`src/csvg_pkg.sv`:
```
// Shared types, constants and helpers of the cone segment vertex generator.
`default_nettype none
package csvg_pkg;

	localparam int unsigned MAX_SEGMENTS_DEF = 4096;
	localparam int unsigned ANGLE_BITS_DEF   = 16;

	localparam int unsigned CNT_W    = 13;
	localparam int unsigned IDX_W    = 12;
	localparam int unsigned VIDX_W   = 14;
	localparam int unsigned CFG_IDX_W = 3;
	localparam int unsigned CFG_DAT_W = 16;
	localparam int unsigned QDEPTH   = 2;

	// serial divider and root widths
	localparam int unsigned DVD_W = 48;
	localparam int unsigned DVS_W = 32;
	localparam int unsigned SQ_W  = 61;

	localparam logic [CFG_IDX_W-1:0] CFG_SEGMENT_COUNT = 3'd0;
	localparam logic [CFG_IDX_W-1:0] CFG_CONE_HEIGHT   = 3'd1;
	localparam logic [CFG_IDX_W-1:0] CFG_BOTTOM_RADIUS = 3'd2;
	localparam logic [CFG_IDX_W-1:0] CFG_TOP_RADIUS    = 3'd3;
	localparam logic [CFG_IDX_W-1:0] CFG_ANGLE_OFFSET  = 3'd4;
	localparam logic [CFG_IDX_W-1:0] CFG_FLIP_NORMALS  = 3'd5;

	localparam logic signed [31:0] SIN_C1 = 32'sd421657428;
	localparam logic signed [31:0] SIN_C3 = -32'sd173399667;
	localparam logic signed [31:0] SIN_C5 = 32'sd21392326;
	localparam logic signed [31:0] SIN_C7 = -32'sd1256749;
	localparam logic signed [31:0] SIN_C9 = 32'sd43068;

	localparam logic [DVD_W-1:0] SLOPE_LIMIT = DVD_W'(64'd1073741824);
	localparam logic [DVD_W-1:0] UNIT_ONE    = DVD_W'(64'd16384);

	typedef enum logic [2:0] {
		DIV_A0, DIV_A1, DIV_AH, DIV_SLOPE, DIV_NX, DIV_NY, DIV_NZ
	} div_op_t;

	typedef enum logic [3:0] {
		BS_IDLE, BS_DSTART, BS_DWAIT, BS_SPROD, BS_TSETUP, BS_TSQ, BS_TX2,
		BS_THMUL, BS_THADD, BS_TFMUL, BS_TFIN, BS_SQMUL, BS_SQACC, BS_SQRT, BS_HAND
	} back_state_t;

	typedef struct packed {
		logic [IDX_W-1:0] seg;
		logic signed [15:0] c0x;
		logic signed [15:0] c0y;
		logic signed [15:0] c1x;
		logic signed [15:0] c1y;
		logic signed [15:0] nx;
		logic signed [15:0] ny;
		logic signed [15:0] nz;
	} vtx_bundle_t;

	// segment count as used: zero acts as one, large values saturate
	function automatic logic [CNT_W-1:0] eff_count(input logic [CNT_W-1:0] cnt,
		input int unsigned max_seg);
		logic [CNT_W-1:0] res;
		res = cnt;
		if (cnt == '0)
			res = CNT_W'(1);
		else if (int'(cnt) > int'(max_seg))
			res = CNT_W'(max_seg);
		return res;
	endfunction

	// Horner coefficients after the degree-9 term
	function automatic logic signed [31:0] horner_coef(input logic [1:0] step);
		logic signed [31:0] c;
		case (step)
			2'd0: c = SIN_C7;
			2'd1: c = SIN_C5;
			2'd2: c = SIN_C3;
			default: c = SIN_C1;
		endcase
		return c;
	endfunction

endpackage
`default_nettype wire

```
`src/csvg_emit.sv`:
```
// Vertex emitter: four corner transactions per segment from a registered bundle.
`default_nettype none
module csvg_emit (
	input  wire logic clk,
	input  wire logic arst_n,
	input  wire logic load,
	input  wire csvg_pkg::vtx_bundle_t bundle,
	input  wire logic [14:0] cone_height,
	input  wire logic signed [15:0] bottom_radius,
	input  wire logic signed [15:0] top_radius,
	output logic ready,
	output logic vertex_valid,
	output logic [csvg_pkg::VIDX_W-1:0] vertex_index,
	output logic signed [15:0] pos_x,
	output logic signed [15:0] pos_y,
	output logic signed [15:0] pos_z,
	output logic signed [15:0] norm_x,
	output logic signed [15:0] norm_y,
	output logic signed [15:0] norm_z,
	output logic signed [15:0] tex_u,
	output logic [14:0] tex_v,
	output logic signed [15:0] tex_w,
	output logic last_vertex
);
	csvg_pkg::vtx_bundle_t bnd_q;
	logic [1:0] k_q;
	logic act_q;

	function automatic logic signed [15:0] ring_pos(input logic signed [15:0] c,
		input logic signed [15:0] rad);
		logic signed [31:0] m;
		logic signed [32:0] r;
		logic signed [18:0] s;
		logic signed [15:0] o;
		m = c * rad;
		r = 33'(m) + 33'sd8192;
		s = 19'(r >>> 14);
		if (s > 19'sd32767)
			o = 16'sd32767;
		else if (s < -19'sd32768)
			o = -16'sd32768;
		else
			o = 16'(s);
		return o;
	endfunction

	logic top, second;
	logic signed [15:0] cx, cy, rad;

	assign ready  = !act_q || (k_q == 2'd3);
	assign top    = k_q[0];
	assign second = k_q[1];
	assign cx     = second ? bnd_q.c1x : bnd_q.c0x;
	assign cy     = second ? bnd_q.c1y : bnd_q.c0y;
	assign rad    = top ? top_radius : bottom_radius;

	always_ff @(posedge clk or negedge arst_n) begin
		if (!arst_n) begin
			act_q        <= 1'b0;
			k_q          <= '0;
			vertex_valid <= 1'b0;
		end else begin
			vertex_valid <= act_q;
			if (load && ready) begin
				act_q <= 1'b1;
				k_q   <= '0;
			end else if (act_q) begin
				k_q <= k_q + 1'b1;
				if (k_q == 2'd3)
					act_q <= 1'b0;
			end
		end
	end

	always_ff @(posedge clk) begin
		if (load && ready)
			bnd_q <= bundle;
		vertex_index <= {bnd_q.seg, k_q};
		pos_x        <= ring_pos(cx, rad);
		pos_y        <= top ? 16'(cone_height) : '0;
		pos_z        <= ring_pos(cy, rad);
		norm_x       <= bnd_q.nx;
		norm_y       <= bnd_q.ny;
		norm_z       <= bnd_q.nz;
		tex_u        <= cx;
		tex_v        <= top ? 15'd16384 : '0;
		tex_w        <= cy;
		last_vertex  <= (k_q == 2'd3);
	end
endmodule
`default_nettype wire

```
`config.mk`:
```
export PLATFORM = sky130hd
export DESIGN_NAME = csvg_emit
export DESIGN_NICKNAME = d
export VERILOG_FILES = /design/src/csvg_pkg.sv /design/src/csvg_emit.sv
export SDC_FILE = /design/constraint.sdc
export NUM_CORES = 2
export LEC_CHECK = 0
export BUFFER_PORTS_ARGS = -buffer_cell sky130_fd_sc_hd__buf_2
export CAP_MARGIN = 10
export CORE_MARGIN = 5
export CORE_UTILIZATION = 41
export CTS_CLUSTER_SIZE = 24
export DETAILED_ROUTE_END_ITERATION = 10
export PLACE_DENSITY = 0.65
export SLEW_MARGIN = 20
export SYNTH_ARGS = -nofsm -noshare
export SYNTH_HDL_FRONTEND = slang
export SYNTH_SLANG_ARGS = --single-unit
```
`constraint.sdc`:
```
create_clock -name clk -period 13.5 [get_ports clk]
set_input_delay 1.35 -clock clk [delete_from_list [all_inputs] [get_ports clk]]
set_output_delay 1.35 -clock clk [all_outputs]
set_load 0.03 [all_outputs]
```
==> key figures <==
STA
  – Fmax: 108 MHz
  – Final Max Tran Viols: 0
  – Final setup violating endpoints: 0
  – Hold Fails Final Rpt: 0
  – Min Tclk post-route: 9290 ps
  – Worst slew pin tran: 1140 ps
  – Final setup margin: 4210 ps
  – Total negative slack: 0 ps
  – Worst slew margin: 0.221
  – Clock skew: 23.5 ps
  – Fin crit share: 0.688
  – RSZ-0062 raised after global routing: no

Global route
  – Vias in the first global route: 20400
  – Initial antenna violation count: 3
  – First-pass GRT wire length: 115 mm
  – GRT Util Overall: 0.208
  – Largest net degree at the start of global routing: 69
  – GRT overflow: 0

Synthesis
  – Synthesized flop and latch total: 270
  – Largest area contributor in the netlist: fa_1
  – Top cells by count, synth: 585 x inv_1, 534 x fa_1, 283 x nor2_1
  – EDFF count, synth: 124
  – Yosys warns: 0
  – Main synth FF type: dfxtp_1
  – Gate Count Post-Synth: 2597
  – Share of async-settable or async-resettable flops after synthesis: 0.0148
  – Synth area leaders: fa_1 40%, edfxtp_1 14%, dfxtp_1 11%
  – Synth Cell Area: 27000 µm²
  – Synth cell types: 69
  – Post-synthesis sequential area ratio: 0.247
  – Cell with the most instances after synthesis: inv_1
  – Avg Inst Size Synth: 10.4 µm²
  – Area share of the largest cell type after synthesis: 0.396

Placed design
  – Post-DP HPWL: 59.0 mm
  – DP Worst Slack: 4060 ps
  – RePlAce Congestion: 0.938
  – Area of placed instances: 29600 µm²
  – IO Port Bufs: 318
  – Placed cell count: 3737

Critical path
  – Crit path from: k_q[1]
  – Worst reg-to-reg setup slack: 4210 ps
  – Reg2Reg Capture Point: pos_z[1]
  – CP arrival: 9740 ps
  – Setup crit end: pos_z[1]
  – Worst r2r src: k_q[1]
  – Worst-path fanout max: 29
  – Worst Reg-to-Reg Cells: 24
  – Critical Path RT: 13950 ps
  – WS Path Type: flop to flop
  – Critical Path Source Type: flop
  – CP endpoint kind: flop

Final layout
  – Share of layout cells above drive strength 1: 0.148
  – Final net count: 3771
  – Layout area overhead: 13.6%
  – Post-Layout Cell Count: 3797
  – Final instance area: 30700 µm²

CTS
  – Clk pin slew, worst setup/hold paths: 60 ps
  – Clk buf depth: 3
  – H-tree lvl count: 1
  – CTS tree: yes
  – Post-CTS setup buffer count: 0
  – Clock Sinks: 270
  – CTS resizes: 0
  – Clock buffers created by TritonCTS: 31
  – Root buf cell: clkbuf_16
  – Skew-Pair Late Insertion Delay: 620 ps
  – Hold-fix buffers, CTS: 0

Worst hold path
  – Min-Delay Path Class: flop to flop

Die
  – Core area: 65500 µm²
  – Row cnt: 94
  – Die area: 71100 µm²
  – Die H: 267 µm
  – Die width: 267 µm
  – Num ports: 334
  – Initial Utilization: 0.412

Drt
  – Routed Wire Length: 72.5 mm
  – Drt pass-1 iters: 6
  – Via density: 4.98
  – Drt drc: 0
  – Wirelength per Cell: 19.1 µm
  – Final ANT Viol Nets: 0
  – Initial DRC Count: 1234
  – Vias: 18900

Status
  – Status: finished clean

Job
  – Max-cap check violation count: 0
==> worst min path at each step <==
| stage | start | endpoint | cells after the start | slack [ps] |
|---|---|---|---|---|
| after floorplan | bnd_q[32] | norm_x[0] | 0 | 320 |
| final | bnd_q[21] | norm_y[5] | 0 | 340 |
| after global routing | bnd_q[28] | norm_y[12] | 0 | 350 |
| after detailed placement | bnd_q[113] | vertex_index[3] | 0 | 330 |
| after CTS | bnd_q[113] | vertex_index[3] | 0 | 340 |
| after global placement | bnd_q[112] | vertex_index[2] | 0 | 320 |
==> area by class of cell <==
type                       instances  area (µm²)
tap                              864        1080
timing repair buffer             353        1850
clock buffer                      40         820
fill                            6119       34800
multi-input combinational       1652       17800
inverter                         598        2240
antenna                            2        5.00
sequential                       270        6670
clock inverter                    18         215
==> state kept, by name, indices dropped and copies added (netlist names) <==
name          flops
norm_x           16
pos_x            16
pos_z            16
bnd_q           124
vertex_valid      1
pos_y            15
last_vertex       1
tex_w            16
k_q               2
act_q             1
vertex_index     14
tex_u            16
norm_z           16
norm_y           16
==> metrics by stage <==
stage / hold slack [ps] / util
4_1_cts: 340 / 0.468
5_1_grt: 347 / 0.468
6_report: 337 / 0.468
3_3_place_gp: 323 / 0.452
2_1_floorplan: 323 / -
3_5_place_dp: 327 / 0.452
==> logic make-up (layout without fill, tap and decap cells) <==
| logic type | Yosys count | count (layout) | share of synthesized area |
|---|---|---|---|
| other | 1 | 17 | 0.000139 |
| adder cells (fa/ha/maj) | 691 | 691 | 0.469 |
| AND/OR/NAND/NOR | 634 | 634 | 0.0952 |
| buffers and inverters | 689 | 1009 | 0.0987 |
| flip-flops | 270 | 270 | 0.247 |
| XOR/XNOR | 54 | 54 | 0.0178 |
| multiplexers | 60 | 60 | 0.0229 |
| AO/OA/AOI/OAI | 198 | 198 | 0.0497 |
==> routing by layer <==
layer  vias to the layer above  wire length [µm]  part of all wire  global-route usage
met4                         6              1790             0.025              0.0428
met1                      9562             29400              0.41               0.278
met5                         -                47           0.00065                   0
met3                       120              8080              0.11              0.0696
li1                       8440                 -                 -                   -
met2                       789             33200              0.46               0.334
==> worst max-delay path, cell delays in order, from the launching register on <==
cell     delay, ps
dfrtp_2        510
buf_4          580
mux2i_1        640
inv_1          470
nand2_1        240
inv_1          110
fa_1           730
inv_1          110
fa_1           660
inv_1          200
fa_1           500
fa_1           500
fa_1           490
inv_1           50
fa_1           480
inv_1           40
ha_1           390
o21a_1         150
o22a_1         210
a221o_1        370
a21oi_2        240
nor2_1          80
a311o_1        370
o31ai_2        780
o21ai_1        170
==> placed cells by master (no fill, tap or decap), types with 17 or more instances in the layout <==
master     count
inv_1        585
fa_1         534
buf_2        318
nor2_1       283
nand2_1      273
ha_1         157
dfxtp_1      142
edfxtp_1     124
a21oi_1       45
a21o_1        43
mux2i_1       38
xnor2_1       36
buf_4         35
clkbuf_16     31
o21ai_1       21
and2_1        20
xor2_1        17
o21ai_0       17
Power is not shown: default switching activity piles up to over one toggle a cycle in this logic, so the estimate is an artifact.
