### config.mk
export PLATFORM = sky130hd
export DESIGN_NAME = csvg_front
export DESIGN_NICKNAME = d
export VERILOG_FILES = /design/src/csvg_pkg.sv /design/src/csvg_front.sv
export SDC_FILE = /design/constraint.sdc
export NUM_CORES = 1
export LEC_CHECK = 0
export BUFFER_PORTS_ARGS = -buffer_cell sky130_fd_sc_hd__buf_2
export CORE_MARGIN = 1.5
export CORE_UTILIZATION = 26
export CTS_CLUSTER_SIZE = 30
export DETAILED_ROUTE_END_ITERATION = 6
export PLACE_DENSITY = 0.51
export SYNTH_ARGS = -nofsm -noshare
export SYNTH_HDL_FRONTEND = slang
export SYNTH_SLANG_ARGS = --single-unit
export TNS_END_PERCENT = 30
### constraint.sdc
create_clock -name clk -period 3.12 [get_ports clk]
set_clock_uncertainty 0.2 [all_clocks]
set_input_delay 0.624 -clock clk [delete_from_list [all_inputs] [get_ports clk]]
set_output_delay 0.624 -clock clk [all_outputs]
set_load 0.05 [all_outputs]
### src/csvg_pkg.sv
// Shared types, constants and helpers of the cone segment vertex generator.
`default_nettype none
package csvg_pkg;

	localparam int unsigned MAX_SEGMENTS_DEF = 4096;
	localparam int unsigned ANGLE_BITS_DEF   = 16;

	localparam int unsigned CNT_W    = 13;
	localparam int unsigned IDX_W    = 12;
	localparam int unsigned VIDX_W   = 14;
	localparam int unsigned CFG_IDX_W = 3;
	localparam int unsigned CFG_DAT_W = 16;
	localparam int unsigned QDEPTH   = 2;

	// serial divider and root widths
	localparam int unsigned DVD_W = 48;
	localparam int unsigned DVS_W = 32;
	localparam int unsigned SQ_W  = 61;

	localparam logic [CFG_IDX_W-1:0] CFG_SEGMENT_COUNT = 3'd0;
	localparam logic [CFG_IDX_W-1:0] CFG_CONE_HEIGHT   = 3'd1;
	localparam logic [CFG_IDX_W-1:0] CFG_BOTTOM_RADIUS = 3'd2;
	localparam logic [CFG_IDX_W-1:0] CFG_TOP_RADIUS    = 3'd3;
	localparam logic [CFG_IDX_W-1:0] CFG_ANGLE_OFFSET  = 3'd4;
	localparam logic [CFG_IDX_W-1:0] CFG_FLIP_NORMALS  = 3'd5;

	localparam logic signed [31:0] SIN_C1 = 32'sd421657428;
	localparam logic signed [31:0] SIN_C3 = -32'sd173399667;
	localparam logic signed [31:0] SIN_C5 = 32'sd21392326;
	localparam logic signed [31:0] SIN_C7 = -32'sd1256749;
	localparam logic signed [31:0] SIN_C9 = 32'sd43068;

	localparam logic [DVD_W-1:0] SLOPE_LIMIT = DVD_W'(64'd1073741824);
	localparam logic [DVD_W-1:0] UNIT_ONE    = DVD_W'(64'd16384);

	typedef enum logic [2:0] {
		DIV_A0, DIV_A1, DIV_AH, DIV_SLOPE, DIV_NX, DIV_NY, DIV_NZ
	} div_op_t;

	typedef enum logic [3:0] {
		BS_IDLE, BS_DSTART, BS_DWAIT, BS_SPROD, BS_TSETUP, BS_TSQ, BS_TX2,
		BS_THMUL, BS_THADD, BS_TFMUL, BS_TFIN, BS_SQMUL, BS_SQACC, BS_SQRT, BS_HAND
	} back_state_t;

	typedef struct packed {
		logic [IDX_W-1:0] seg;
		logic signed [15:0] c0x;
		logic signed [15:0] c0y;
		logic signed [15:0] c1x;
		logic signed [15:0] c1y;
		logic signed [15:0] nx;
		logic signed [15:0] ny;
		logic signed [15:0] nz;
	} vtx_bundle_t;

	// segment count as used: zero acts as one, large values saturate
	function automatic logic [CNT_W-1:0] eff_count(input logic [CNT_W-1:0] cnt,
		input int unsigned max_seg);
		logic [CNT_W-1:0] res;
		res = cnt;
		if (cnt == '0)
			res = CNT_W'(1);
		else if (int'(cnt) > int'(max_seg))
			res = CNT_W'(max_seg);
		return res;
	endfunction

	// Horner coefficients after the degree-9 term
	function automatic logic signed [31:0] horner_coef(input logic [1:0] step);
		logic signed [31:0] c;
		case (step)
			2'd0: c = SIN_C7;
			2'd1: c = SIN_C5;
			2'd2: c = SIN_C3;
			default: c = SIN_C1;
		endcase
		return c;
	endfunction

endpackage
`default_nettype wire

### src/csvg_front.sv
// Front end: takes commands, drops out-of-range segments, queues the rest.
`default_nettype none
module csvg_front #(
	parameter int unsigned MAX_SEGMENTS = csvg_pkg::MAX_SEGMENTS_DEF
) (
	input  wire logic clk,
	input  wire logic arst_n,
	input  wire logic start,
	input  wire logic [csvg_pkg::IDX_W-1:0] segment_index,
	input  wire logic [csvg_pkg::CNT_W-1:0] segment_count,
	output logic busy,
	input  wire logic pop,
	output logic q_valid,
	output logic [csvg_pkg::IDX_W-1:0] q_index
);
	localparam int unsigned PTR_W = $clog2(csvg_pkg::QDEPTH);
	localparam int unsigned CNTQ_W = $clog2(csvg_pkg::QDEPTH + 1);

	logic [csvg_pkg::IDX_W-1:0] mem_q [csvg_pkg::QDEPTH];
	logic [PTR_W-1:0] wr_ptr_q, rd_ptr_q;
	logic [CNTQ_W-1:0] fill_q;
	logic [csvg_pkg::CNT_W-1:0] n_eff;
	logic push, do_pop;

	assign n_eff   = csvg_pkg::eff_count(segment_count, MAX_SEGMENTS);
	assign busy    = (fill_q == CNTQ_W'(csvg_pkg::QDEPTH));
	assign push    = start && !busy && ({1'b0, segment_index} < n_eff);
	assign q_valid = (fill_q != '0);
	assign q_index = mem_q[rd_ptr_q];
	assign do_pop  = pop && q_valid;

	always_ff @(posedge clk) begin
		if (push)
			mem_q[wr_ptr_q] <= segment_index;
	end

	always_ff @(posedge clk or negedge arst_n) begin
		if (!arst_n) begin
			wr_ptr_q <= '0;
			rd_ptr_q <= '0;
			fill_q   <= '0;
		end else begin
			if (push)
				wr_ptr_q <= (wr_ptr_q == PTR_W'(csvg_pkg::QDEPTH - 1)) ? '0 : wr_ptr_q + 1'b1;
			if (do_pop)
				rd_ptr_q <= (rd_ptr_q == PTR_W'(csvg_pkg::QDEPTH - 1)) ? '0 : rd_ptr_q + 1'b1;
			if (push && !do_pop)
				fill_q <= fill_q + 1'b1;
			else if (!push && do_pop)
				fill_q <= fill_q - 1'b1;
		end
	end
endmodule
`default_nettype wire

==> impl_metrics.csv, run 1 <==
group,metric,value,unit
die,design.die.area,0.006044,mm2
power,p_leak,0.7359,nW
finish,final_cell_mix,"42 x buf_2, 24 x edfxtp_1, 13 x nand2b_1, 12 x mux2_2, 12 x ha_1",
timing,worst_hold_slack,0.3077,ns
power,pwr_density_cell,770.6,mW/mm2
die,die_w,77.75,um
logic_synthesis,synth_cells,105,
clock_network,clkTransAtPathRegs,0.09,ns
grt,grt_pass1_wl,4961,um
clock_network,cts_tree,"built",
place,portBuffers,42,
timing,tightest_slew,0.6145,ns
finish,diodes,0,
finish,nets,195,
drt,totalWireLength,3121,um
logic_synthesis,synthTopCellsByArea,"edfxtp_1 50%, ha_1 10%, mux2_2 9.3%",
clock_network,clock-sinks,28,
drt,via_per_inst,4.538,
logic_synthesis,yosysTopAreaCellShare,49.61,%
run_status,run_status,"finished clean",
place,pre_cts_slack,-0.01445,ns
power,vdd_drop_max,0.4092,mV
timing,drv_slew,0,
place,hpwl,2463,um
worst_setup_path,crit_type,"in -> reg",
logic_synthesis,syn_area,0.001453,mm2
timing,min_period_over_period,91.09,%
logic_synthesis,async_flop_share,14.29,%
worst_setup_path,crit_family,"simple AND/OR/NAND/NOR gates",
logic_synthesis,ys_warn_count,0,
finish,design_area,0.001828,mm2
clock_network,clock_latency,0.27,ns
finish,drive_above_1_share,43.14,%
timing,finalSetupViolCount,0,
drt,drt_iter0_markers,31,
place,place_congestion,0.8469,
grt,grt_util_all_layers,10.48,%
die,die_h,77.75,um
logic_synthesis,synth_top_cell_by_area,"edfxtp_1",
logic_synthesis,synthesis.nets,146,
clock_network,htree_levels,1,
worst_setup_path,critPathSlowestCell,"ha_1",
drt,drtPass1Iterations,4,
die,coreArea,0.005439,mm2
grt,antenna_found_initial,0,
grt,gr-total-overflow,0,
logic_synthesis,ys_ff_latch,28,
clock_network,cts_resized,0,
drt,drc,0,
logic_synthesis,synth_edf_count,24,
finish,fill_cells,559,
worst_setup_path,arrival,2.62,ns
worst_setup_path,crit_buf_inv,3,
finish,final_common_cell,"buf_2",
place,place_area,0.001773,mm2
timing,fin_ws,0.2780,ns
power,total_power,1.409,mW
logic_synthesis,synth.distinct_cells,32,
worst_setup_path,slowest_delay,0.32,ns
drt,vias,1021,
job,maxCapViolCount,0,
logic_synthesis,ys.flop_type,"edfxtp_1",
drt,antenna_left,0,
grt,grt_max_degree,16,
worst_setup_path,path_cells,"buf_2 -> nand2b_1 -> ha_1 -> a21oi_1 -> nand2_1 -> nor3_1 -> a21boi_0 -> buf_4 -> nor3b_2 -> buf_4",
logic_synthesis,synth_area_per_cell,13.83,um2
worst_setup_path,crit_fanout,14,
worst_setup_path,r2r_setup_slack,1.32,ns
clock_network,root_buffer,"clkbuf_8",
timing,rsz0062_at_grt,"false",
drt,routedWlPerCell,13.87,um
clock_network,cts_buffer_depth,2,
die,ios,43,
timing,period_minus_slack,2.842,ns
timing,fmax,351.9,MHz
timing,hold_viol,0,
die,rows,27,
logic_synthesis,yosysSeqAreaShare,56.50,%
finish,area_growth,25.84,%
die,floorplan.initialDensity,26.71,%
worst_setup_path,end_kind,"register",
worst_setup_path,crit_top_cell,"buf_4",
clock_network,cts_buffers,3,
timing,relSlewSlack,59.04,%
worst_setup_path,required,2.89,ns
grt,grt_pass1_vias,1099,
min_path,hp-class,"reg -> reg",
worst_setup_path,start_kind,"primary input",
power by group:
group | total [mW] | leakage (nW) | internal, mW | switching, mW
logic | 0.645 | 0.446 | 0.216 | 0.429
registers | 0.567 | 0.268 | 0.497 | 0.0702
clock network | 0.196 | 0.0228 | 0.0914 | 0.105
kinds of logic (layout without fill, tap and decap cells):
kind of cell | after synthesis | count (layout) | share of synthesized area [%]
muxes | 12 | 12 | 9.302
and+or+nand+nor | 33 | 33 | 13.26
AOI/OAI and AO/OA | 13 | 13 | 7.407
adders and majority gates | 12 | 12 | 10.34
DFF | 28 | 28 | 56.50
buffers and inverters | 3 | 51 | 0.7745
xor gates and xnor gates | 4 | 4 | 2.412
layout make-up:
type | count | area [um2] | area share (%)
Tap cell | 72 | 90.09 | 4.928
Timing Repair Buffer | 46 | 242.7 | 13.28
Sequential cell | 28 | 820.8 | 44.90
Multi-Input combinational cell | 74 | 625.6 | 34.22
Clock buffer | 4 | 45.04 | 2.464
Inverter | 1 | 3.754 | 0.2053
synthesized netlist by cell type (all sizes together) (2+ instances only):
library cell / instances
edfxtp: 24
nand2b: 13
ha: 12
mux2: 12
dfrtp: 4
nand2: 4
nor2: 4
nor3: 4
a21oi: 3
nor4: 2
o2111ai: 2
xnor2: 2
xor2: 2
through the flow:
step | setup TNS, ns | utilization (%) | cells
2_1_floorplan | -3.496 | - | 105
3_3_place_gp | 0 | 32.60 | 220
3_5_place_dp | -0.1678 | 32.60 | 220
4_1_cts | 0 | 33.61 | 225
5_1_grt | 0 | 33.61 | 225
6_report | 0 | 33.61 | 225
what timing repair did:
action                    CTS  global route
hold buffers                1             0
hold endpoints to repair    4             0
buffers inserted            0             0
worst paths after layout:
path | from | end | depth (start not counted)
max | segment_count[12] | mem_q[1][10]$_DFFE_PP_ | 10
min | fill_q[1]$_DFFE_PN0P_ | fill_q[1]$_DFFE_PN0P_ | 1
max reg2reg | fill_q[0]$_DFFE_PN0P_ | fill_q[1]$_DFFE_PN0P_ | 6
min reg2reg | fill_q[1]$_DFFE_PN0P_ | fill_q[1]$_DFFE_PN0P_ | 1
max in group asynchronous | arst_n | wr_ptr_q$_DFFE_PN0P_ | 2
min in group asynchronous | arst_n | fill_q[1]$_DFFE_PN0P_ | 2
sequential cells by signal (all words and copies together), names as in the netlist:
signal and cells:
wr_ptr_q 1, rd_ptr_q 1, fill_q 2, mem_q 24
per-layer routing:
layer  part of all wire (%)  track usage [%]  vias up
met1                     44            12.09      482
met5                      0                0        -
li1                       -                -      501
met4                    1.5            4.727        0
met2                     50            18.87       34
met3                    4.5            1.647        4
Power figures use the tool's default switching activity.
==> inputs of run 2 (changes only) <==
--- a/config.mk
+++ b/config.mk
@@ -11,6 +11,7 @@
 export CTS_CLUSTER_SIZE = 30
 export DETAILED_ROUTE_END_ITERATION = 6
 export PLACE_DENSITY = 0.51
+export SETUP_SLACK_MARGIN = 0.1
 export SYNTH_ARGS = -nofsm -noshare
 export SYNTH_HDL_FRONTEND = slang
 export SYNTH_SLANG_ARGS = --single-unit
==> constraint.sdc (replaced) <==
create_clock -name clk -period 3.15 [get_ports clk]
set_clock_uncertainty 0.2 [all_clocks]
set_input_delay 0.63 -clock clk [delete_from_list [all_inputs] [get_ports clk]]
set_output_delay 0.63 -clock clk [all_outputs]
set_load 0.05 [all_outputs]
==> impl_metrics.csv, run 2 (synthesized netlist as in run 1, its figures left out) <==
group,metric,value,unit
grt,grt_util_all_layers,10.99,%
die,die_h,77.75,um
power,p_leak,0.7634,nW
min_path,worstHoldPathCells,1,
job,maxCapViolCount,0,
timing,fmax,357.4,MHz
clock_network,cts_tree,"built",
finish,final_cell_mix,"42 x buf_2, 24 x edfxtp_1, 13 x nand2b_1, 12 x mux2_2, 12 x ha_1",
die,rows,27,
drt,via_per_inst,4.489,
finish,largest_reg_flops,24,
drt,antenna_left,0,
worst_setup_path,rr_worst_depth,7,
die,die_w,77.75,um
min_path,min_from,"fill_q[1]$_DFFE_PN0P_",
finish,post-route-util,34.64,%
finish,top_regs,"mem_q x24, fill_q x2",
timing,finalSetupViolCount,0,
drt,drt_iter0_markers,25,
place,portBuffers,42,
drt,vias,1019,
clock_network,post_cts_buffers,0,
min_path,whs_endpoint,"fill_q[1]$_DFFE_PN0P_",
timing,worst_hold_slack,0.2933,ns
drt,routedWlPerCell,14.00,um
die,design.die.area,0.006044,mm2
clock_network,clock-sinks,28,
grt,antenna_found_initial,0,
worst_setup_path,end_kind,"register",
grt,gr-total-overflow,0,
timing,tightest_slew,0.5523,ns
drt,totalWireLength,3178,um
timing,period_minus_slack,2.798,ns
timing,relSlewSlack,63.18,%
finish,drive_above_1_share,46.45,%
min_path,hp-class,"reg -> reg",
timing,rsz0062_at_grt,"false",
finish,area_growth,29.72,%
drt,drtPass1Iterations,3,
worst_setup_path,required,2.93,ns
clock_network,cts_buffer_depth,2,
worst_setup_path,r2r_setup_slack,1.32,ns
finish,final_common_cell,"buf_2",
finish,diodes,0,
timing,drv_slew,0,
timing,hold_viol,0,
grt,grt_pass1_wl,5195,um
timing,min_period_over_period,88.83,%
worst_setup_path,crit_type,"in -> reg",
clock_network,clkTransAtPathRegs,0.10,ns
die,coreArea,0.005439,mm2
clock_network,clock_latency,0.27,ns
power,vdd_drop_max,0.3169,mV
clock_network,cts_buffers,3,
place,hpwl,2658,um
grt,grt_max_degree,17,
run_status,run_status,"finished clean",
drt,drc,0,
power,pwr_density_cell,786.8,mW/mm2
worst_setup_path,arrival,2.58,ns
worst_setup_path,crit_fanout,14,
clock_network,htree_levels,1,
clock_network,root_buffer,"clkbuf_8",
die,ios,43,
place,place_congestion,0.7355,
finish,largest_register,"mem_q",
worst_setup_path,reg2reg_from,"fill_q[0]$_DFFE_PN0P_",
grt,grt_pass1_vias,1094,
finish,nets,197,
worst_setup_path,start_kind,"primary input",
die,floorplan.initialDensity,26.71,%
worst_setup_path,reg2reg_to,"fill_q[1]$_DFFE_PN0P_",
run 2: through the flow:
step	setup TNS [ns]	instance area, um2	total power, mW	setup WS [ns]	std cells
floorplan	0	1463	1.054	0.06040	105
global placement	0	1793	1.211	0.03268	222
detailed placement	-0.03183	1793	1.218	-0.03183	222
CTS	0	1874	1.492	0.2523	227
global route	0	1884	1.560	0.1318	227
finish	0	1884	1.483	0.3518	227
run 2: how the worst max path moves through the flow:
stage | start | endpoint | slack [ns] | cells after the start
after floorplan | segment_count[12] | mem_q[1][0]$_DFFE_PP_ | 0.06 | 8
after global placement | segment_count[12] | fill_q[1]$_DFFE_PN0P_ | 0.03 | 11
after detailed placement | segment_count[12] | fill_q[1]$_DFFE_PN0P_ | -0.03 | 11
after CTS | segment_count[12] | fill_q[1]$_DFFE_PN0P_ | 0.25 | 11
after global routing | segment_count[12] | fill_q[1]$_DFFE_PN0P_ | 0.13 | 11
final | segment_count[12] | mem_q[1][7]$_DFFE_PP_ | 0.35 | 10
run 2: cell type report:
class,instances,area [um2]
Tap cell,72,90.09
Fill cell,530,3555
Timing Repair Buffer,48,257.7
Inverter,1,3.754
Clock buffer,3,41.29
Clock inverter,1,30.03
Multi-Input combinational cell,74,640.6
Sequential cell,28,820.8
run 2: power breakdown:
| group | switching [mW] | internal (mW) | total [mW] | leakage (nW) |
|---|---|---|---|---|
| clock network | 0.104 | 0.170 | 0.274 | 0.0357 |
| registers | 0.0672 | 0.492 | 0.559 | 0.268 |
| logic | 0.427 | 0.222 | 0.650 | 0.460 |
| total | 0.598 | 0.884 | 1.48 | 0.763 |
run 2: worst max-delay path, cell delays in order:
cell,delay [ns]
buf_2,0.16
nand2b_1,0.16
ha_1,0.29
a211oi_1,0.25
nor2_1,0.08
nor3_1,0.31
a21boi_1,0.14
buf_4,0.16
nor3b_2,0.19
buf_4,0.19
run 2: timing repair:
item,CTS,global route
setup endpoints to repair,0,8
hold endpoints to repair,4,0
gates resized for setup,0,3
hold buffers,1,0
run 2: layer usage:
layer  part of all wire (%)  track usage (%)  vias up
li1                       -                -      499
met1                     43            13.17      496
met2                     53            20.70       22
met3                    3.0            1.176        2
met4                   0.76            2.727        0
met5                      0                0        -
==> inputs of run 3 (changes only) <==
--- a/config.mk
+++ b/config.mk
@@ -10,7 +10,7 @@
 export CORE_UTILIZATION = 26
 export CTS_CLUSTER_SIZE = 30
 export DETAILED_ROUTE_END_ITERATION = 6
-export PLACE_DENSITY = 0.51
+export PLACE_DENSITY_LB_ADDON = 0.12
 export SETUP_SLACK_MARGIN = 0.1
 export SYNTH_ARGS = -nofsm -noshare
 export SYNTH_HDL_FRONTEND = slang
==> impl_metrics.csv, run 3 (synthesized netlist as in run 1, its figures left out) <==
group,metric,value,unit
finish,drive_above_1_share,45.81,%
drt,antenna_left,0,
finish,diodes,0,
finish,final_cells,227,
clock_network,cts_buffer_depth,2,
power,switching_share,42.61,%
power,p_int,805.7,uW
grt,grt_pass1_vias,1077,
drt,drt_iter0_markers,38,
timing,min_period_over_period,90.97,%
clock_network,cts_tree,"built",
place,dpl.cell_count,222,
power,comb_power_share,46.2,%
die,floorplan.initialDensity,26.71,%
timing,drv_slew,0,
drt,routedWlPerCell,13.93,um
place,pre_cts_slack,-0.1842,ns
finish,nets,197,
job,maxCapViolCount,0,
worst_setup_path,end_kind,"register",
worst_setup_path,crit_type,"in -> reg",
clock_network,cts_buffers,3,
worst_setup_path,start_kind,"primary input",
grt,grt_max_degree,16,
timing,fmax,349.0,MHz
worst_setup_path,required,3.14,ns
place,portBuffers,42,
finish,post-route-util,34.18,%
power,pwr-share-clk,13.9,%
grt,grt_pass1_wl,5133,um
finish,largest_reg_flops,24,
timing,period_minus_slack,2.866,ns
timing,finalSetupViolCount,0,
die,coreArea,0.005439,mm2
die,ios,43,
die,die_h,77.75,um
clock_network,root_buffer,"clkbuf_8",
grt,gr-total-overflow,0,
finish,final_cell_mix,"42 x buf_2, 24 x edfxtp_1, 13 x nand2b_1, 12 x mux2_2, 12 x ha_1",
power,vdd_drop_max,0.3827,mV
power,pwr_density_cell,755.0,mW/mm2
finish,final_common_cell,"buf_2",
finish,area_growth,27.99,%
timing,hold_viol,0,
die,die_w,77.75,um
grt,antenna_found_initial,0,
clock_network,htree_levels,1,
clock_network,clock-sinks,28,
die,rows,27,
clock_network,clock_latency,0.26,ns
finish,top_regs,"mem_q x24, fill_q x2",
timing,relSlewSlack,58.84,%
drt,totalWireLength,3162,um
power,seqPwrFrac,40.0,%
timing,fin_ws,0.2844,ns
timing,tightest_slew,0.6173,ns
power,switchingPower,598.2,uW
clock_network,post_cts_buffers,0,
drt,drc,0,
drt,vias,985,
place,hpwl,2539,um
timing,rsz0062_at_grt,"false",
clock_network,clkTransAtPathRegs,0.08,ns
grt,grt_util_all_layers,10.94,%
finish,largest_register,"mem_q",
die,design.die.area,0.006044,mm2
power,p_leak,0.7506,nW
place,place_congestion,0.7886,
worst_setup_path,crit_fanout,9,
run_status,run_status,"finished clean",
drt,via_per_inst,4.339,
worst_setup_path,arrival,2.85,ns
drt,drtPass1Iterations,2,
timing,worst_hold_slack,0.3086,ns
min_path,hp-class,"reg -> reg",
-- run 3: changes by cell type in the layout (fill, tap and decap cells not counted), sizes merged --
cell / delta
bufinv: -1
clkbuf: +1
-- run 3: through the flow --
step                      power, mW  TNS [ns]  area, um2
after floorplan               1.054         0       1463
after global placement        1.220  -0.07297       1793
after detailed placement      1.225   -0.9467       1793
after CTS                     1.423         0       1848
after global routing          1.487         0       1859
final                         1.404         0       1859
-- run 3: worst paths after layout --
| check | endpoint | slack, ns | startpoint | depth (start not counted) |
|---|---|---|---|---|
| worst max-delay path | fill_q[1]$_DFFE_PN0P_ | 0.28 | segment_count[12] | 11 |
| worst min-delay path | fill_q[1]$_DFFE_PN0P_ | 0.31 | fill_q[1]$_DFFE_PN0P_ | 1 |
| worst max register to register | fill_q[1]$_DFFE_PN0P_ | 1.37 | fill_q[0]$_DFFE_PN0P_ | 7 |
| worst min register to register | fill_q[1]$_DFFE_PN0P_ | 0.31 | fill_q[1]$_DFFE_PN0P_ | 1 |
| max in group asynchronous | wr_ptr_q$_DFFE_PN0P_ | 2.13 | arst_n | 2 |
| min in group asynchronous | fill_q[0]$_DFFE_PN0P_ | 0.50 | arst_n | 2 |
-- run 3: worst max-delay path, cell delays in order --
cell	delay (ns)
buf_2	0.14
nand2b_1	0.15
ha_1	0.33
o2111ai_1	0.14
a311oi_2	0.38
a21boi_1	0.35
nor2_1	0.09
ha_1	0.22
xor2_1	0.14
nor2_1	0.11
xor2_1	0.17
-- run 3: cell type report --
type | instances | area, um2
multi-input combinational | 74 | 641.9
inverter | 1 | 3.754
clock buffer | 4 | 45.04
fill | 557 | 3580
timing repair buffer | 48 | 257.7
sequential | 28 | 820.8
tap | 72 | 90.09
-- run 3: what timing repair did --
item                       4_1_cts  5_1_grt
gates resized for setup          1        2
hold buffers                     1        0
hold endpoints to repair         4        0
setup endpoints to repair        1        1
pin swaps                        0        0
-- run 3: metal layers --
metal	track usage (%)	vias up	wire (um)	part of all wire [%]
li1	-	499	-	-
met1	15.17	457	1580	50
met2	17.65	27	1445	46
met3	1.882	2	122	3.9
met4	2.727	0	13	0.41
met5	0	-	0	0
-- run 3: power groups by stage --
stage | clock, mW | sequential (mW) | combinational (mW)
global route | 0.217 | 0.578 | 0.691
CTS | 0.202 | 0.567 | 0.655
detailed placement | 0 | 0.575 | 0.650
global placement | 0 | 0.571 | 0.649
finish | 0.195 | 0.561 | 0.648
floorplan | 0 | 0.533 | 0.521
