$ cat src/csvg_pkg.sv
// Shared types, constants and helpers of the cone segment vertex generator.
`default_nettype none
package csvg_pkg;

	localparam int unsigned MAX_SEGMENTS_DEF = 4096;
	localparam int unsigned ANGLE_BITS_DEF   = 16;

	localparam int unsigned CNT_W    = 13;
	localparam int unsigned IDX_W    = 12;
	localparam int unsigned VIDX_W   = 14;
	localparam int unsigned CFG_IDX_W = 3;
	localparam int unsigned CFG_DAT_W = 16;
	localparam int unsigned QDEPTH   = 2;

	// serial divider and root widths
	localparam int unsigned DVD_W = 48;
	localparam int unsigned DVS_W = 32;
	localparam int unsigned SQ_W  = 61;

	localparam logic [CFG_IDX_W-1:0] CFG_SEGMENT_COUNT = 3'd0;
	localparam logic [CFG_IDX_W-1:0] CFG_CONE_HEIGHT   = 3'd1;
	localparam logic [CFG_IDX_W-1:0] CFG_BOTTOM_RADIUS = 3'd2;
	localparam logic [CFG_IDX_W-1:0] CFG_TOP_RADIUS    = 3'd3;
	localparam logic [CFG_IDX_W-1:0] CFG_ANGLE_OFFSET  = 3'd4;
	localparam logic [CFG_IDX_W-1:0] CFG_FLIP_NORMALS  = 3'd5;

	localparam logic signed [31:0] SIN_C1 = 32'sd421657428;
	localparam logic signed [31:0] SIN_C3 = -32'sd173399667;
	localparam logic signed [31:0] SIN_C5 = 32'sd21392326;
	localparam logic signed [31:0] SIN_C7 = -32'sd1256749;
	localparam logic signed [31:0] SIN_C9 = 32'sd43068;

	localparam logic [DVD_W-1:0] SLOPE_LIMIT = DVD_W'(64'd1073741824);
	localparam logic [DVD_W-1:0] UNIT_ONE    = DVD_W'(64'd16384);

	typedef enum logic [2:0] {
		DIV_A0, DIV_A1, DIV_AH, DIV_SLOPE, DIV_NX, DIV_NY, DIV_NZ
	} div_op_t;

	typedef enum logic [3:0] {
		BS_IDLE, BS_DSTART, BS_DWAIT, BS_SPROD, BS_TSETUP, BS_TSQ, BS_TX2,
		BS_THMUL, BS_THADD, BS_TFMUL, BS_TFIN, BS_SQMUL, BS_SQACC, BS_SQRT, BS_HAND
	} back_state_t;

	typedef struct packed {
		logic [IDX_W-1:0] seg;
		logic signed [15:0] c0x;
		logic signed [15:0] c0y;
		logic signed [15:0] c1x;
		logic signed [15:0] c1y;
		logic signed [15:0] nx;
		logic signed [15:0] ny;
		logic signed [15:0] nz;
	} vtx_bundle_t;

	// segment count as used: zero acts as one, large values saturate
	function automatic logic [CNT_W-1:0] eff_count(input logic [CNT_W-1:0] cnt,
		input int unsigned max_seg);
		logic [CNT_W-1:0] res;
		res = cnt;
		if (cnt == '0)
			res = CNT_W'(1);
		else if (int'(cnt) > int'(max_seg))
			res = CNT_W'(max_seg);
		return res;
	endfunction

	// Horner coefficients after the degree-9 term
	function automatic logic signed [31:0] horner_coef(input logic [1:0] step);
		logic signed [31:0] c;
		case (step)
			2'd0: c = SIN_C7;
			2'd1: c = SIN_C5;
			2'd2: c = SIN_C3;
			default: c = SIN_C1;
		endcase
		return c;
	endfunction

endpackage
`default_nettype wire

$ cat src/csvg_div.sv
// Restoring divider, one quotient bit per cycle.
`default_nettype none
module csvg_div (
	input  wire logic clk,
	input  wire logic arst_n,
	input  wire logic start,
	input  wire logic [csvg_pkg::DVD_W-1:0] dividend,
	input  wire logic [csvg_pkg::DVS_W-1:0] divisor,
	output logic done,
	output logic [csvg_pkg::DVD_W-1:0] quotient
);
	localparam int unsigned DVD_W = csvg_pkg::DVD_W;
	localparam int unsigned DVS_W = csvg_pkg::DVS_W;
	localparam int unsigned STEP_W = $clog2(DVD_W);

	logic [DVD_W-1:0] quo_q;
	logic [DVS_W-1:0] rem_q, den_q;
	logic [STEP_W-1:0] step_q;
	logic run_q, done_q;
	logic [DVS_W:0] trial;
	logic ge;

	assign trial    = {rem_q, quo_q[DVD_W-1]};
	assign ge       = (trial >= {1'b0, den_q});
	assign done     = done_q;
	assign quotient = quo_q;

	always_ff @(posedge clk) begin
		if (start) begin
			quo_q <= dividend;
			rem_q <= '0;
			den_q <= divisor;
		end else if (run_q) begin
			rem_q <= ge ? DVS_W'(trial - {1'b0, den_q}) : trial[DVS_W-1:0];
			quo_q <= {quo_q[DVD_W-2:0], ge};
		end
	end

	always_ff @(posedge clk or negedge arst_n) begin
		if (!arst_n) begin
			run_q  <= 1'b0;
			done_q <= 1'b0;
			step_q <= '0;
		end else begin
			done_q <= 1'b0;
			if (start) begin
				run_q  <= 1'b1;
				step_q <= '0;
			end else if (run_q) begin
				step_q <= step_q + 1'b1;
				if (step_q == STEP_W'(DVD_W - 1)) begin
					run_q  <= 1'b0;
					done_q <= 1'b1;
				end
			end
		end
	end
endmodule
`default_nettype wire

$ cat src/csvg_back.sv
// Back end: angles, sine/cosine, slope and normal through a shared multiplier and divider.
`default_nettype none
module csvg_back #(
	parameter int unsigned MAX_SEGMENTS = csvg_pkg::MAX_SEGMENTS_DEF,
	parameter int unsigned ANGLE_BITS   = csvg_pkg::ANGLE_BITS_DEF
) (
	input  wire logic clk,
	input  wire logic arst_n,
	input  wire logic q_valid,
	input  wire logic [csvg_pkg::IDX_W-1:0] q_index,
	output logic pop,
	input  wire logic [csvg_pkg::CNT_W-1:0] segment_count,
	input  wire logic [14:0] cone_height,
	input  wire logic signed [15:0] bottom_radius,
	input  wire logic signed [15:0] top_radius,
	input  wire logic [15:0] angle_offset,
	input  wire logic flip_normals,
	input  wire logic emit_ready,
	output logic emit_load,
	output csvg_pkg::vtx_bundle_t bundle
);
	localparam int unsigned AB    = ANGLE_BITS;
	localparam int unsigned IDX_W = csvg_pkg::IDX_W;
	localparam int unsigned DVD_W = csvg_pkg::DVD_W;
	localparam int unsigned DVS_W = csvg_pkg::DVS_W;
	localparam int unsigned SQ_W  = csvg_pkg::SQ_W;

	csvg_pkg::back_state_t state_q, state_nxt;
	csvg_pkg::div_op_t div_sel_q;

	logic [IDX_W-1:0] r_q;
	logic [AB-1:0] qa0_q, qa1_q, qah_q;
	logic signed [31:0] slope_q;
	logic signed [15:0] trig_q [6];
	logic signed [15:0] nx_q, ny_q, nz_q;
	logic [2:0] k_q;
	logic [1:0] hstep_q, sq_idx_q, quad_q;
	logic [16:0] x_q, x2_q;
	logic signed [31:0] p_q;
	logic signed [63:0] prod_q;
	logic [SQ_W-1:0] acc_q, v_q, root_q, bit_q;
	logic [DVS_W-1:0] len_q;

	// divider
	logic div_start, div_done;
	logic [DVD_W-1:0] dvd, div_quo;
	logic [DVS_W-1:0] dvs;

	csvg_div u_div (
		.clk(clk), .arst_n(arst_n), .start(div_start), .dividend(dvd),
		.divisor(dvs), .done(div_done), .quotient(div_quo)
	);

	// segment and angle helpers
	logic [csvg_pkg::CNT_W-1:0] n_eff;
	logic [IDX_W:0] r_inc;
	logic [IDX_W-1:0] r1;
	logic [AB+15:0] off_full;
	logic [AB-1:0] off, ang_base, ang_sum;
	logic [31:0] a32;
	logic [30:0] fm;
	logic [14:0] hgt;

	assign n_eff    = csvg_pkg::eff_count(segment_count, MAX_SEGMENTS);
	assign r_inc    = {1'b0, r_q} + 1'b1;
	assign r1       = (r_inc == n_eff) ? '0 : r_inc[IDX_W-1:0];
	assign off_full = ((AB + 16)'(angle_offset) << AB) >> 16;
	assign off      = off_full[AB-1:0];
	assign hgt      = (cone_height == '0) ? 15'd1 : cone_height;

	always_comb begin
		case (k_q[2:1])
			2'd0: ang_base = qa0_q;
			2'd1: ang_base = qa1_q;
			default: ang_base = qah_q;
		endcase
		ang_sum = ang_base + off;
		a32 = 32'(ang_sum) << (32 - AB);
		if (!k_q[0])
			a32 = a32 + 32'h4000_0000;   // cosine is sine a quarter turn on
		fm = a32[30] ? (31'h4000_0000 - {1'b0, a32[29:0]}) : {1'b0, a32[29:0]};
	end

	// magnitudes feeding the divider
	logic [32:0] sprod_mag;
	logic signed [31:0] uval;
	logic [30:0] umag;

	always_comb begin
		sprod_mag = prod_q[63] ? 33'(-prod_q) : prod_q[32:0];
		case (div_sel_q)
			csvg_pkg::DIV_NX: uval = 32'(trig_q[4]);
			csvg_pkg::DIV_NZ: uval = 32'(trig_q[5]);
			default: uval = slope_q;
		endcase
		umag = uval[31] ? 31'(-uval) : uval[30:0];
		dvd = '0;
		dvs = DVS_W'(n_eff);
		case (div_sel_q)
			csvg_pkg::DIV_A0: dvd = DVD_W'(r_q) << AB;
			csvg_pkg::DIV_A1: dvd = DVD_W'(r1) << AB;
			csvg_pkg::DIV_AH: dvd = DVD_W'({r_q, 1'b1}) << (AB - 1);
			csvg_pkg::DIV_SLOPE: begin
				dvd = DVD_W'(sprod_mag) << 6;
				dvs = DVS_W'(hgt);
			end
			csvg_pkg::DIV_NX, csvg_pkg::DIV_NY, csvg_pkg::DIV_NZ: begin
				dvd = (DVD_W'(umag) << 14) + DVD_W'(len_q[DVS_W-1:1]);
				dvs = len_q;
			end
			default: ;
		endcase
	end

	// shared multiplier
	logic signed [31:0] mul_a, mul_b, sqv;
	logic mul_en;

	always_comb begin
		case (sq_idx_q)
			2'd0: sqv = 32'(trig_q[4]);
			2'd1: sqv = 32'(trig_q[5]);
			default: sqv = slope_q;
		endcase
		mul_en = 1'b1;
		mul_a  = '0;
		mul_b  = '0;
		case (state_q)
			csvg_pkg::BS_SPROD: begin
				mul_a = 32'(bottom_radius) - 32'(top_radius);
				mul_b = 32'(bottom_radius);
			end
			csvg_pkg::BS_TSQ: begin
				mul_a = 32'(fm[30:14]);
				mul_b = 32'(fm[30:14]);
			end
			csvg_pkg::BS_THMUL: begin
				mul_a = p_q;
				mul_b = 32'(x2_q);
			end
			csvg_pkg::BS_TFMUL: begin
				mul_a = p_q;
				mul_b = 32'(x_q);
			end
			csvg_pkg::BS_SQMUL: begin
				mul_a = sqv;
				mul_b = sqv;
			end
			default: mul_en = 1'b0;
		endcase
	end

	// datapath helpers
	logic signed [63:0] rnd;
	logic [33:0] s_raw;
	logic signed [15:0] s_fin;
	logic [SQ_W-1:0] acc_nxt, sq_t, root_nxt;
	logic sq_ge;
	logic [DVD_W-1:0] slope_mag, unit_mag;
	logic [15:0] unit_res;
	logic unit_neg;

	always_comb begin
		rnd   = prod_q + 64'sd536870912;
		s_raw = rnd[63:30];
		if (rnd[63])
			s_fin = '0;
		else if (s_raw > 34'd16384)
			s_fin = 16'sd16384;
		else
			s_fin = 16'(s_raw);
		if (quad_q[1])
			s_fin = -s_fin;
		acc_nxt   = acc_q + prod_q[SQ_W-1:0];
		sq_t      = root_q + bit_q;
		sq_ge     = (v_q >= sq_t);
		root_nxt  = sq_ge ? ((root_q >> 1) + bit_q) : (root_q >> 1);
		slope_mag = (div_quo > csvg_pkg::SLOPE_LIMIT) ? csvg_pkg::SLOPE_LIMIT : div_quo;
		unit_mag  = (div_quo > csvg_pkg::UNIT_ONE) ? csvg_pkg::UNIT_ONE : div_quo;
		unit_neg  = uval[31] ^ flip_normals;
		unit_res  = unit_neg ? 16'(-unit_mag[15:0]) : unit_mag[15:0];
	end

	// control
	always_comb begin
		state_nxt = state_q;
		pop       = 1'b0;
		div_start = 1'b0;
		emit_load = 1'b0;
		case (state_q)
			csvg_pkg::BS_IDLE: begin
				if (q_valid) begin
					pop       = 1'b1;
					state_nxt = csvg_pkg::BS_DSTART;
				end
			end
			csvg_pkg::BS_DSTART: begin
				div_start = 1'b1;
				state_nxt = csvg_pkg::BS_DWAIT;
			end
			csvg_pkg::BS_DWAIT: begin
				if (div_done) begin
					case (div_sel_q)
						csvg_pkg::DIV_AH:    state_nxt = csvg_pkg::BS_SPROD;
						csvg_pkg::DIV_SLOPE: state_nxt = csvg_pkg::BS_TSETUP;
						csvg_pkg::DIV_NZ:    state_nxt = csvg_pkg::BS_HAND;
						default:             state_nxt = csvg_pkg::BS_DSTART;
					endcase
				end
			end
			csvg_pkg::BS_SPROD:  state_nxt = csvg_pkg::BS_DSTART;
			csvg_pkg::BS_TSETUP: state_nxt = csvg_pkg::BS_TSQ;
			csvg_pkg::BS_TSQ:    state_nxt = csvg_pkg::BS_TX2;
			csvg_pkg::BS_TX2:    state_nxt = csvg_pkg::BS_THMUL;
			csvg_pkg::BS_THMUL:  state_nxt = csvg_pkg::BS_THADD;
			csvg_pkg::BS_THADD:
				state_nxt = (hstep_q == 2'd3) ? csvg_pkg::BS_TFMUL : csvg_pkg::BS_THMUL;
			csvg_pkg::BS_TFMUL:  state_nxt = csvg_pkg::BS_TFIN;
			csvg_pkg::BS_TFIN:
				state_nxt = (k_q == 3'd5) ? csvg_pkg::BS_SQMUL : csvg_pkg::BS_TSETUP;
			csvg_pkg::BS_SQMUL:  state_nxt = csvg_pkg::BS_SQACC;
			csvg_pkg::BS_SQACC:
				state_nxt = (sq_idx_q == 2'd2) ? csvg_pkg::BS_SQRT : csvg_pkg::BS_SQMUL;
			csvg_pkg::BS_SQRT:
				if (bit_q[0])
					state_nxt = csvg_pkg::BS_DSTART;
			csvg_pkg::BS_HAND: begin
				if (emit_ready) begin
					emit_load = 1'b1;
					state_nxt = csvg_pkg::BS_IDLE;
				end
			end
			default: state_nxt = csvg_pkg::BS_IDLE;
		endcase
	end

	always_ff @(posedge clk or negedge arst_n) begin
		if (!arst_n)
			state_q <= csvg_pkg::BS_IDLE;
		else
			state_q <= state_nxt;
	end

	always_ff @(posedge clk or negedge arst_n) begin
		if (!arst_n)
			div_sel_q <= csvg_pkg::DIV_A0;
		else if (state_q == csvg_pkg::BS_IDLE && q_valid)
			div_sel_q <= csvg_pkg::DIV_A0;
		else if (state_q == csvg_pkg::BS_DWAIT && div_done) begin
			case (div_sel_q)
				csvg_pkg::DIV_A0: div_sel_q <= csvg_pkg::DIV_A1;
				csvg_pkg::DIV_A1: div_sel_q <= csvg_pkg::DIV_AH;
				csvg_pkg::DIV_AH: div_sel_q <= csvg_pkg::DIV_SLOPE;
				csvg_pkg::DIV_NX: div_sel_q <= csvg_pkg::DIV_NY;
				csvg_pkg::DIV_NY: div_sel_q <= csvg_pkg::DIV_NZ;
				default: ;
			endcase
		end else if (state_q == csvg_pkg::BS_SQRT && bit_q[0])
			div_sel_q <= csvg_pkg::DIV_NX;
	end

	always_ff @(posedge clk) begin
		if (mul_en)
			prod_q <= mul_a * mul_b;
		case (state_q)
			csvg_pkg::BS_IDLE: begin
				r_q <= q_index;
				k_q <= '0;
			end
			csvg_pkg::BS_DWAIT: begin
				if (div_done) begin
					case (div_sel_q)
						csvg_pkg::DIV_A0: qa0_q <= div_quo[AB-1:0];
						csvg_pkg::DIV_A1: qa1_q <= div_quo[AB-1:0];
						csvg_pkg::DIV_AH: qah_q <= div_quo[AB-1:0];
						csvg_pkg::DIV_SLOPE:
							slope_q <= prod_q[63] ? -32'(slope_mag) : 32'(slope_mag);
						csvg_pkg::DIV_NX: nx_q <= unit_res;
						csvg_pkg::DIV_NY: ny_q <= unit_res;
						csvg_pkg::DIV_NZ: nz_q <= unit_res;
						default: ;
					endcase
				end
			end
			csvg_pkg::BS_TSETUP: begin
				x_q    <= fm[30:14];
				quad_q <= a32[31:30];
			end
			csvg_pkg::BS_TX2: begin
				x2_q    <= prod_q[32:16];
				p_q     <= csvg_pkg::SIN_C9;
				hstep_q <= '0;
			end
			csvg_pkg::BS_THADD: begin
				p_q     <= csvg_pkg::horner_coef(hstep_q) + prod_q[47:16];
				hstep_q <= hstep_q + 1'b1;
			end
			csvg_pkg::BS_TFIN: begin
				trig_q[k_q] <= s_fin;
				k_q         <= k_q + 1'b1;
				acc_q       <= '0;
				sq_idx_q    <= '0;
			end
			csvg_pkg::BS_SQACC: begin
				acc_q    <= acc_nxt;
				sq_idx_q <= sq_idx_q + 1'b1;
				v_q      <= acc_nxt;
				root_q   <= '0;
				bit_q    <= SQ_W'(1) << (SQ_W - 1);
			end
			csvg_pkg::BS_SQRT: begin
				if (sq_ge)
					v_q <= v_q - sq_t;
				root_q <= root_nxt;
				bit_q  <= bit_q >> 2;
				if (bit_q[0])
					len_q <= (root_nxt == '0) ? DVS_W'(1) : root_nxt[DVS_W-1:0];
			end
			default: ;
		endcase
	end

	always_comb begin
		bundle.seg = r_q;
		bundle.c0x = trig_q[0];
		bundle.c0y = trig_q[1];
		bundle.c1x = trig_q[2];
		bundle.c1y = trig_q[3];
		bundle.nx  = nx_q;
		bundle.ny  = ny_q;
		bundle.nz  = nz_q;
	end
endmodule
`default_nettype wire

$ cat config.mk
export PLATFORM = sky130hd
export DESIGN_NAME = csvg_back
export DESIGN_NICKNAME = d
export VERILOG_FILES = /design/src/csvg_pkg.sv /design/src/csvg_div.sv /design/src/csvg_back.sv
export SDC_FILE = /design/constraint.sdc
export NUM_CORES = 2
export LEC_CHECK = 0
export BUFFER_PORTS_ARGS = -buffer_cell sky130_fd_sc_hd__buf_2
export CAP_MARGIN = 20
export CORE_MARGIN = 4
export CORE_UTILIZATION = 40
export CTS_CLUSTER_SIZE = 30
export DETAILED_ROUTE_END_ITERATION = 7
export HOLD_SLACK_MARGIN = 0.12
export PLACE_DENSITY = 0.62
export SYNTH_ARGS = -nofsm -noshare
export SYNTH_HDL_FRONTEND = slang
export SYNTH_SLANG_ARGS = --single-unit
$ cat constraint.sdc
create_clock -name clk -period 14 [get_ports clk]
set_input_delay 1.4 -clock clk [delete_from_list [all_inputs] [get_ports clk]]
set_output_delay 1.4 -clock clk [all_outputs]
set_load 0.03 [all_outputs]
==> key figures <==
Setup path
  – Crit-path max cell delay: 0.89 ns
  – Crit path from: k_q[1]
  – Worst EP arrival: 13.88 ns
  – Slowest CP cell: edfxtp_1
  – Crit path capture type: flip-flop
  – CP Class: flip-flop to flip-flop
  – Critical-path maximum fanout: 16
  – R2R Setup Slk: 0.58 ns
  – CP required: 14.47 ns
  – Worst path most repeated cell: fa_1
  – Critical Path Start Type: flip-flop
  – Worst-case reg-to-reg path depth: 50
  – Worst reg2reg path startpoint: k_q[1]
  – FF-to-FF End: prod_q[60]

Yosys
  – Most common cell in the synthesized netlist: inv_1
  – Post-synth EDFFs: 698
  – Synth top cells by count: inv_1 (1219), nand2_1 (1095), fa_1 (1089), nor2_1 (992), edfxtp_1 (698)
  – Synthesis-stage register bit count: 745
  – Synthesized cell area: 86400 um2
  – Largest cells by area after synthesis: fa_1 (25%), edfxtp_1 (24%), ha_1 (7.2%), inv_1 (5.3%), nand2_1 (4.8%)
  – Synth area leader: fa_1
  – Async S/R FF share, synth: 2.01%
  – Synthesized area per cell: 9.29 um2
  – Sequential area share after synthesis: 25.4%
  – Synth top area share: 25.2%
  – Post-Syn Nets: 11000
  – Ys flop type: edfxtp_1
  – Synth warn: 0
  – Synthesized instance count: 9305
  – Netlist cell types: 116

Final layout
  – Nets: 11100
  – Fin area: 94700 um2
  – Layout area overhead: 9.54%
  – Layout cells sized above 1: 8.06%

Floorplanning
  – Starting Density: 40.2%
  – I/O pin count: 219
  – Row Count: 170
  – Die Height: 473 um
  – Die X: 473 um
  – Core footprint: 215000 um2
  – Die area: 224000 um2

Route
  – Average wire per standard cell: 24.5 um
  – DR vias: 71100
  – Post-Route WL: 302000 um
  – 1st-pass router iterations: 8
  – DRT iter0 DRCs: 7382
  – Antenna-violating nets left: 0
  – Vias/cell: 5.76
  – DRC errors left: 0

Clock network
  – Worst-case clock buffer depth: 3
  – Hold_buf cts: 0
  – Post-CTS Setup Bufs: 0
  – Worst-path clk slew: 0.06 ns
  – CTS tree: yes
  – CTS H-tree depth: 3
  – Num CTS Buffers: 90
  – Clk sinks: 745
  – Worst skew pair latency: 0.73 ns
  – Root buffer cell: clkbuf_16

Placement
  – IO Port Bufs: 218
  – Placed cell area: 91400 um2
  – Post-DP HPWL: 241000 um
  – RD Place Congestion: 0.992

Global routing
  – First-pass GRT wire length: 454000 um
  – Pin count of the biggest net entering global routing: 82
  – Gr usage total: 26.9%
  – Initial antenna violation count: 22
  – Overflow after GRT: 0
  – Vias in the first global route: 71700

Power
  – Power Density: 254 nW/um2
  – Worst vdd ir: 0.000187 V
  – Leak Pwr: 0.0399 uW
  – Total power: 24000 uW

Timing
  – Clock Skews: 0.0367 ns
  – Final period util: 95.8%
  – Max-slew violations: 0
  – RSZ-0062 raised after global routing: no
  – Tmin final: 13.42 ns
  – Sum of negative setup slack: 0 ns
  – Max Clk Rate: 0.0745 GHz
  – Final Hold Fails: 0
  – Worst Tran Pin Value: 1.27 ns
  – Final setup violation count: 0
  – Worst rel slew slack: 15.1%

Outcome
  – Run status: finished clean

Worst hold path
  – Hold path cells: 1
  – Hold Path Origin: u_div.rem_q[31]
  – Hold EP: u_div.rem_q[31]
  – Hold crit path type: flip-flop to flip-flop

Job
  – Max cap viols: 0
-- placed cells by master (no fill, tap or decap), types with 55 or more instances in the layout --
cell	instances
nor3_1	148
buf_4	228
a211oi_1	56
nand3_1	127
nand2_1	1092
edfxtp_1	698
a21o_1	165
o21bai_1	68
a21oi_1	447
ha_1	495
xnor2_1	297
mux2i_1	55
buf_2	218
o21a_1	59
a31oi_1	88
nor2b_1	68
o21ai_0	376
fa_1	1089
nor2_1	980
and2_1	61
xor2_1	215
nand4_1	79
or3_1	63
inv_1	1216
clkbuf_16	90
and3_1	110
nand2b_1	74
-- power breakdown --
part           total, uW  switching [uW]  internal (uW)  leakage [uW]
Combinational      17400           11100           6290        0.0316
Clock               2530            1080           1450       0.00151
Sequential          4120             674           3440       0.00682
-- worst max-delay path, delay by kind of cell (launching register included) --
family / cells / cell delay, ns
AO/OA/AOI/OAI: 16 / 3.91
XOR/XNOR: 2 / 1.04
adder cells (fa/ha/maj): 11 / 4.48
buffers and inverters: 12 / 1.62
flip-flops: 1 / 0.89
multiplexers: 1 / 0.15
AND/OR/NAND/NOR: 8 / 1.02
-- routing by layer --
layer	vias up	wire [um]	part of all wire (%)	global-route usage [%]
li1	31400	-	-	-
met2	3353	135000	45	42.0
met3	656	25400	8.4	4.24
met5	-	35	0.012	0
met4	4	20400	6.8	14.9
met1	35600	122000	40	35.7
-- how the worst max path moves through the flow --
stage                            end  cells after the start
after floorplan           prod_q[57]                     44
after global placement    prod_q[60]                     45
after detailed placement  prod_q[63]                     44
after CTS                 prod_q[63]                     45
after global routing      prod_q[60]                     50
final                     prod_q[60]                     50
-- through the flow --
| step | cells | setup WS [ns] | utilization (%) | hold WS, ns |
|---|---|---|---|---|
| 2_1_floorplan | 9305 | 1.99 | - | 0.455 |
| 3_3_place_gp | 12200 | 0.545 | 42.5 | 0.483 |
| 3_5_place_dp | 12200 | 0.548 | 42.5 | 0.507 |
| 4_1_cts | 12300 | 0.637 | 44.0 | 0.519 |
| 5_1_grt | 12300 | 0.0353 | 44.1 | 0.542 |
| 6_report | 12300 | 0.581 | 44.1 | 0.514 |
-- registers in the layout, summed over array words and instances, names as in the netlist, 12 cells and up --
| name | flops |
|---|---|
| acc_q | 61 |
| bit_q | 31 |
| len_q | 32 |
| nx_q | 16 |
| ny_q | 16 |
| nz_q | 16 |
| p_q | 32 |
| prod_q | 64 |
| qa0_q | 16 |
| qa1_q | 16 |
| qah_q | 16 |
| r_q | 12 |
| root_q | 61 |
| slope_q | 32 |
| trig_q | 96 |
| u_div.den_q | 32 |
| u_div.quotient | 48 |
| u_div.rem_q | 32 |
| v_q | 61 |
| x2_q | 17 |
| x_q | 15 |
-- logic make-up after synthesis --
| kind of cell | count (synthesis) | synth area share (%) |
|---|---|---|
| compound gates | 1720 | 13.0 |
| xor+xnor | 513 | 5.22 |
| fa+ha+maj | 1584 | 32.4 |
| buf+inv | 1652 | 7.37 |
| flops | 745 | 25.4 |
| mux | 76 | 0.914 |
| simple gates | 3015 | 15.7 |
-- cell type report --
cell class	instances	area (um2)
Sequential cell	745	22000
Multi-Input combinational cell	6908	58400
Clock inverter	68	892
Tap cell	2838	3550
Inverter	1222	4590
Timing Repair Buffer	454	2940
Antenna cell	8	20.0
Fill cell	20700	120000
Clock buffer	99	2290
-- repair_timing --
| item | CTS | global route |
|---|---|---|
| setup endpoints to repair | 0 | 3 |
| resized for setup | 0 | 2 |
| hold endpoints to repair | 0 | 0 |
Power figures use the tool's default switching activity.
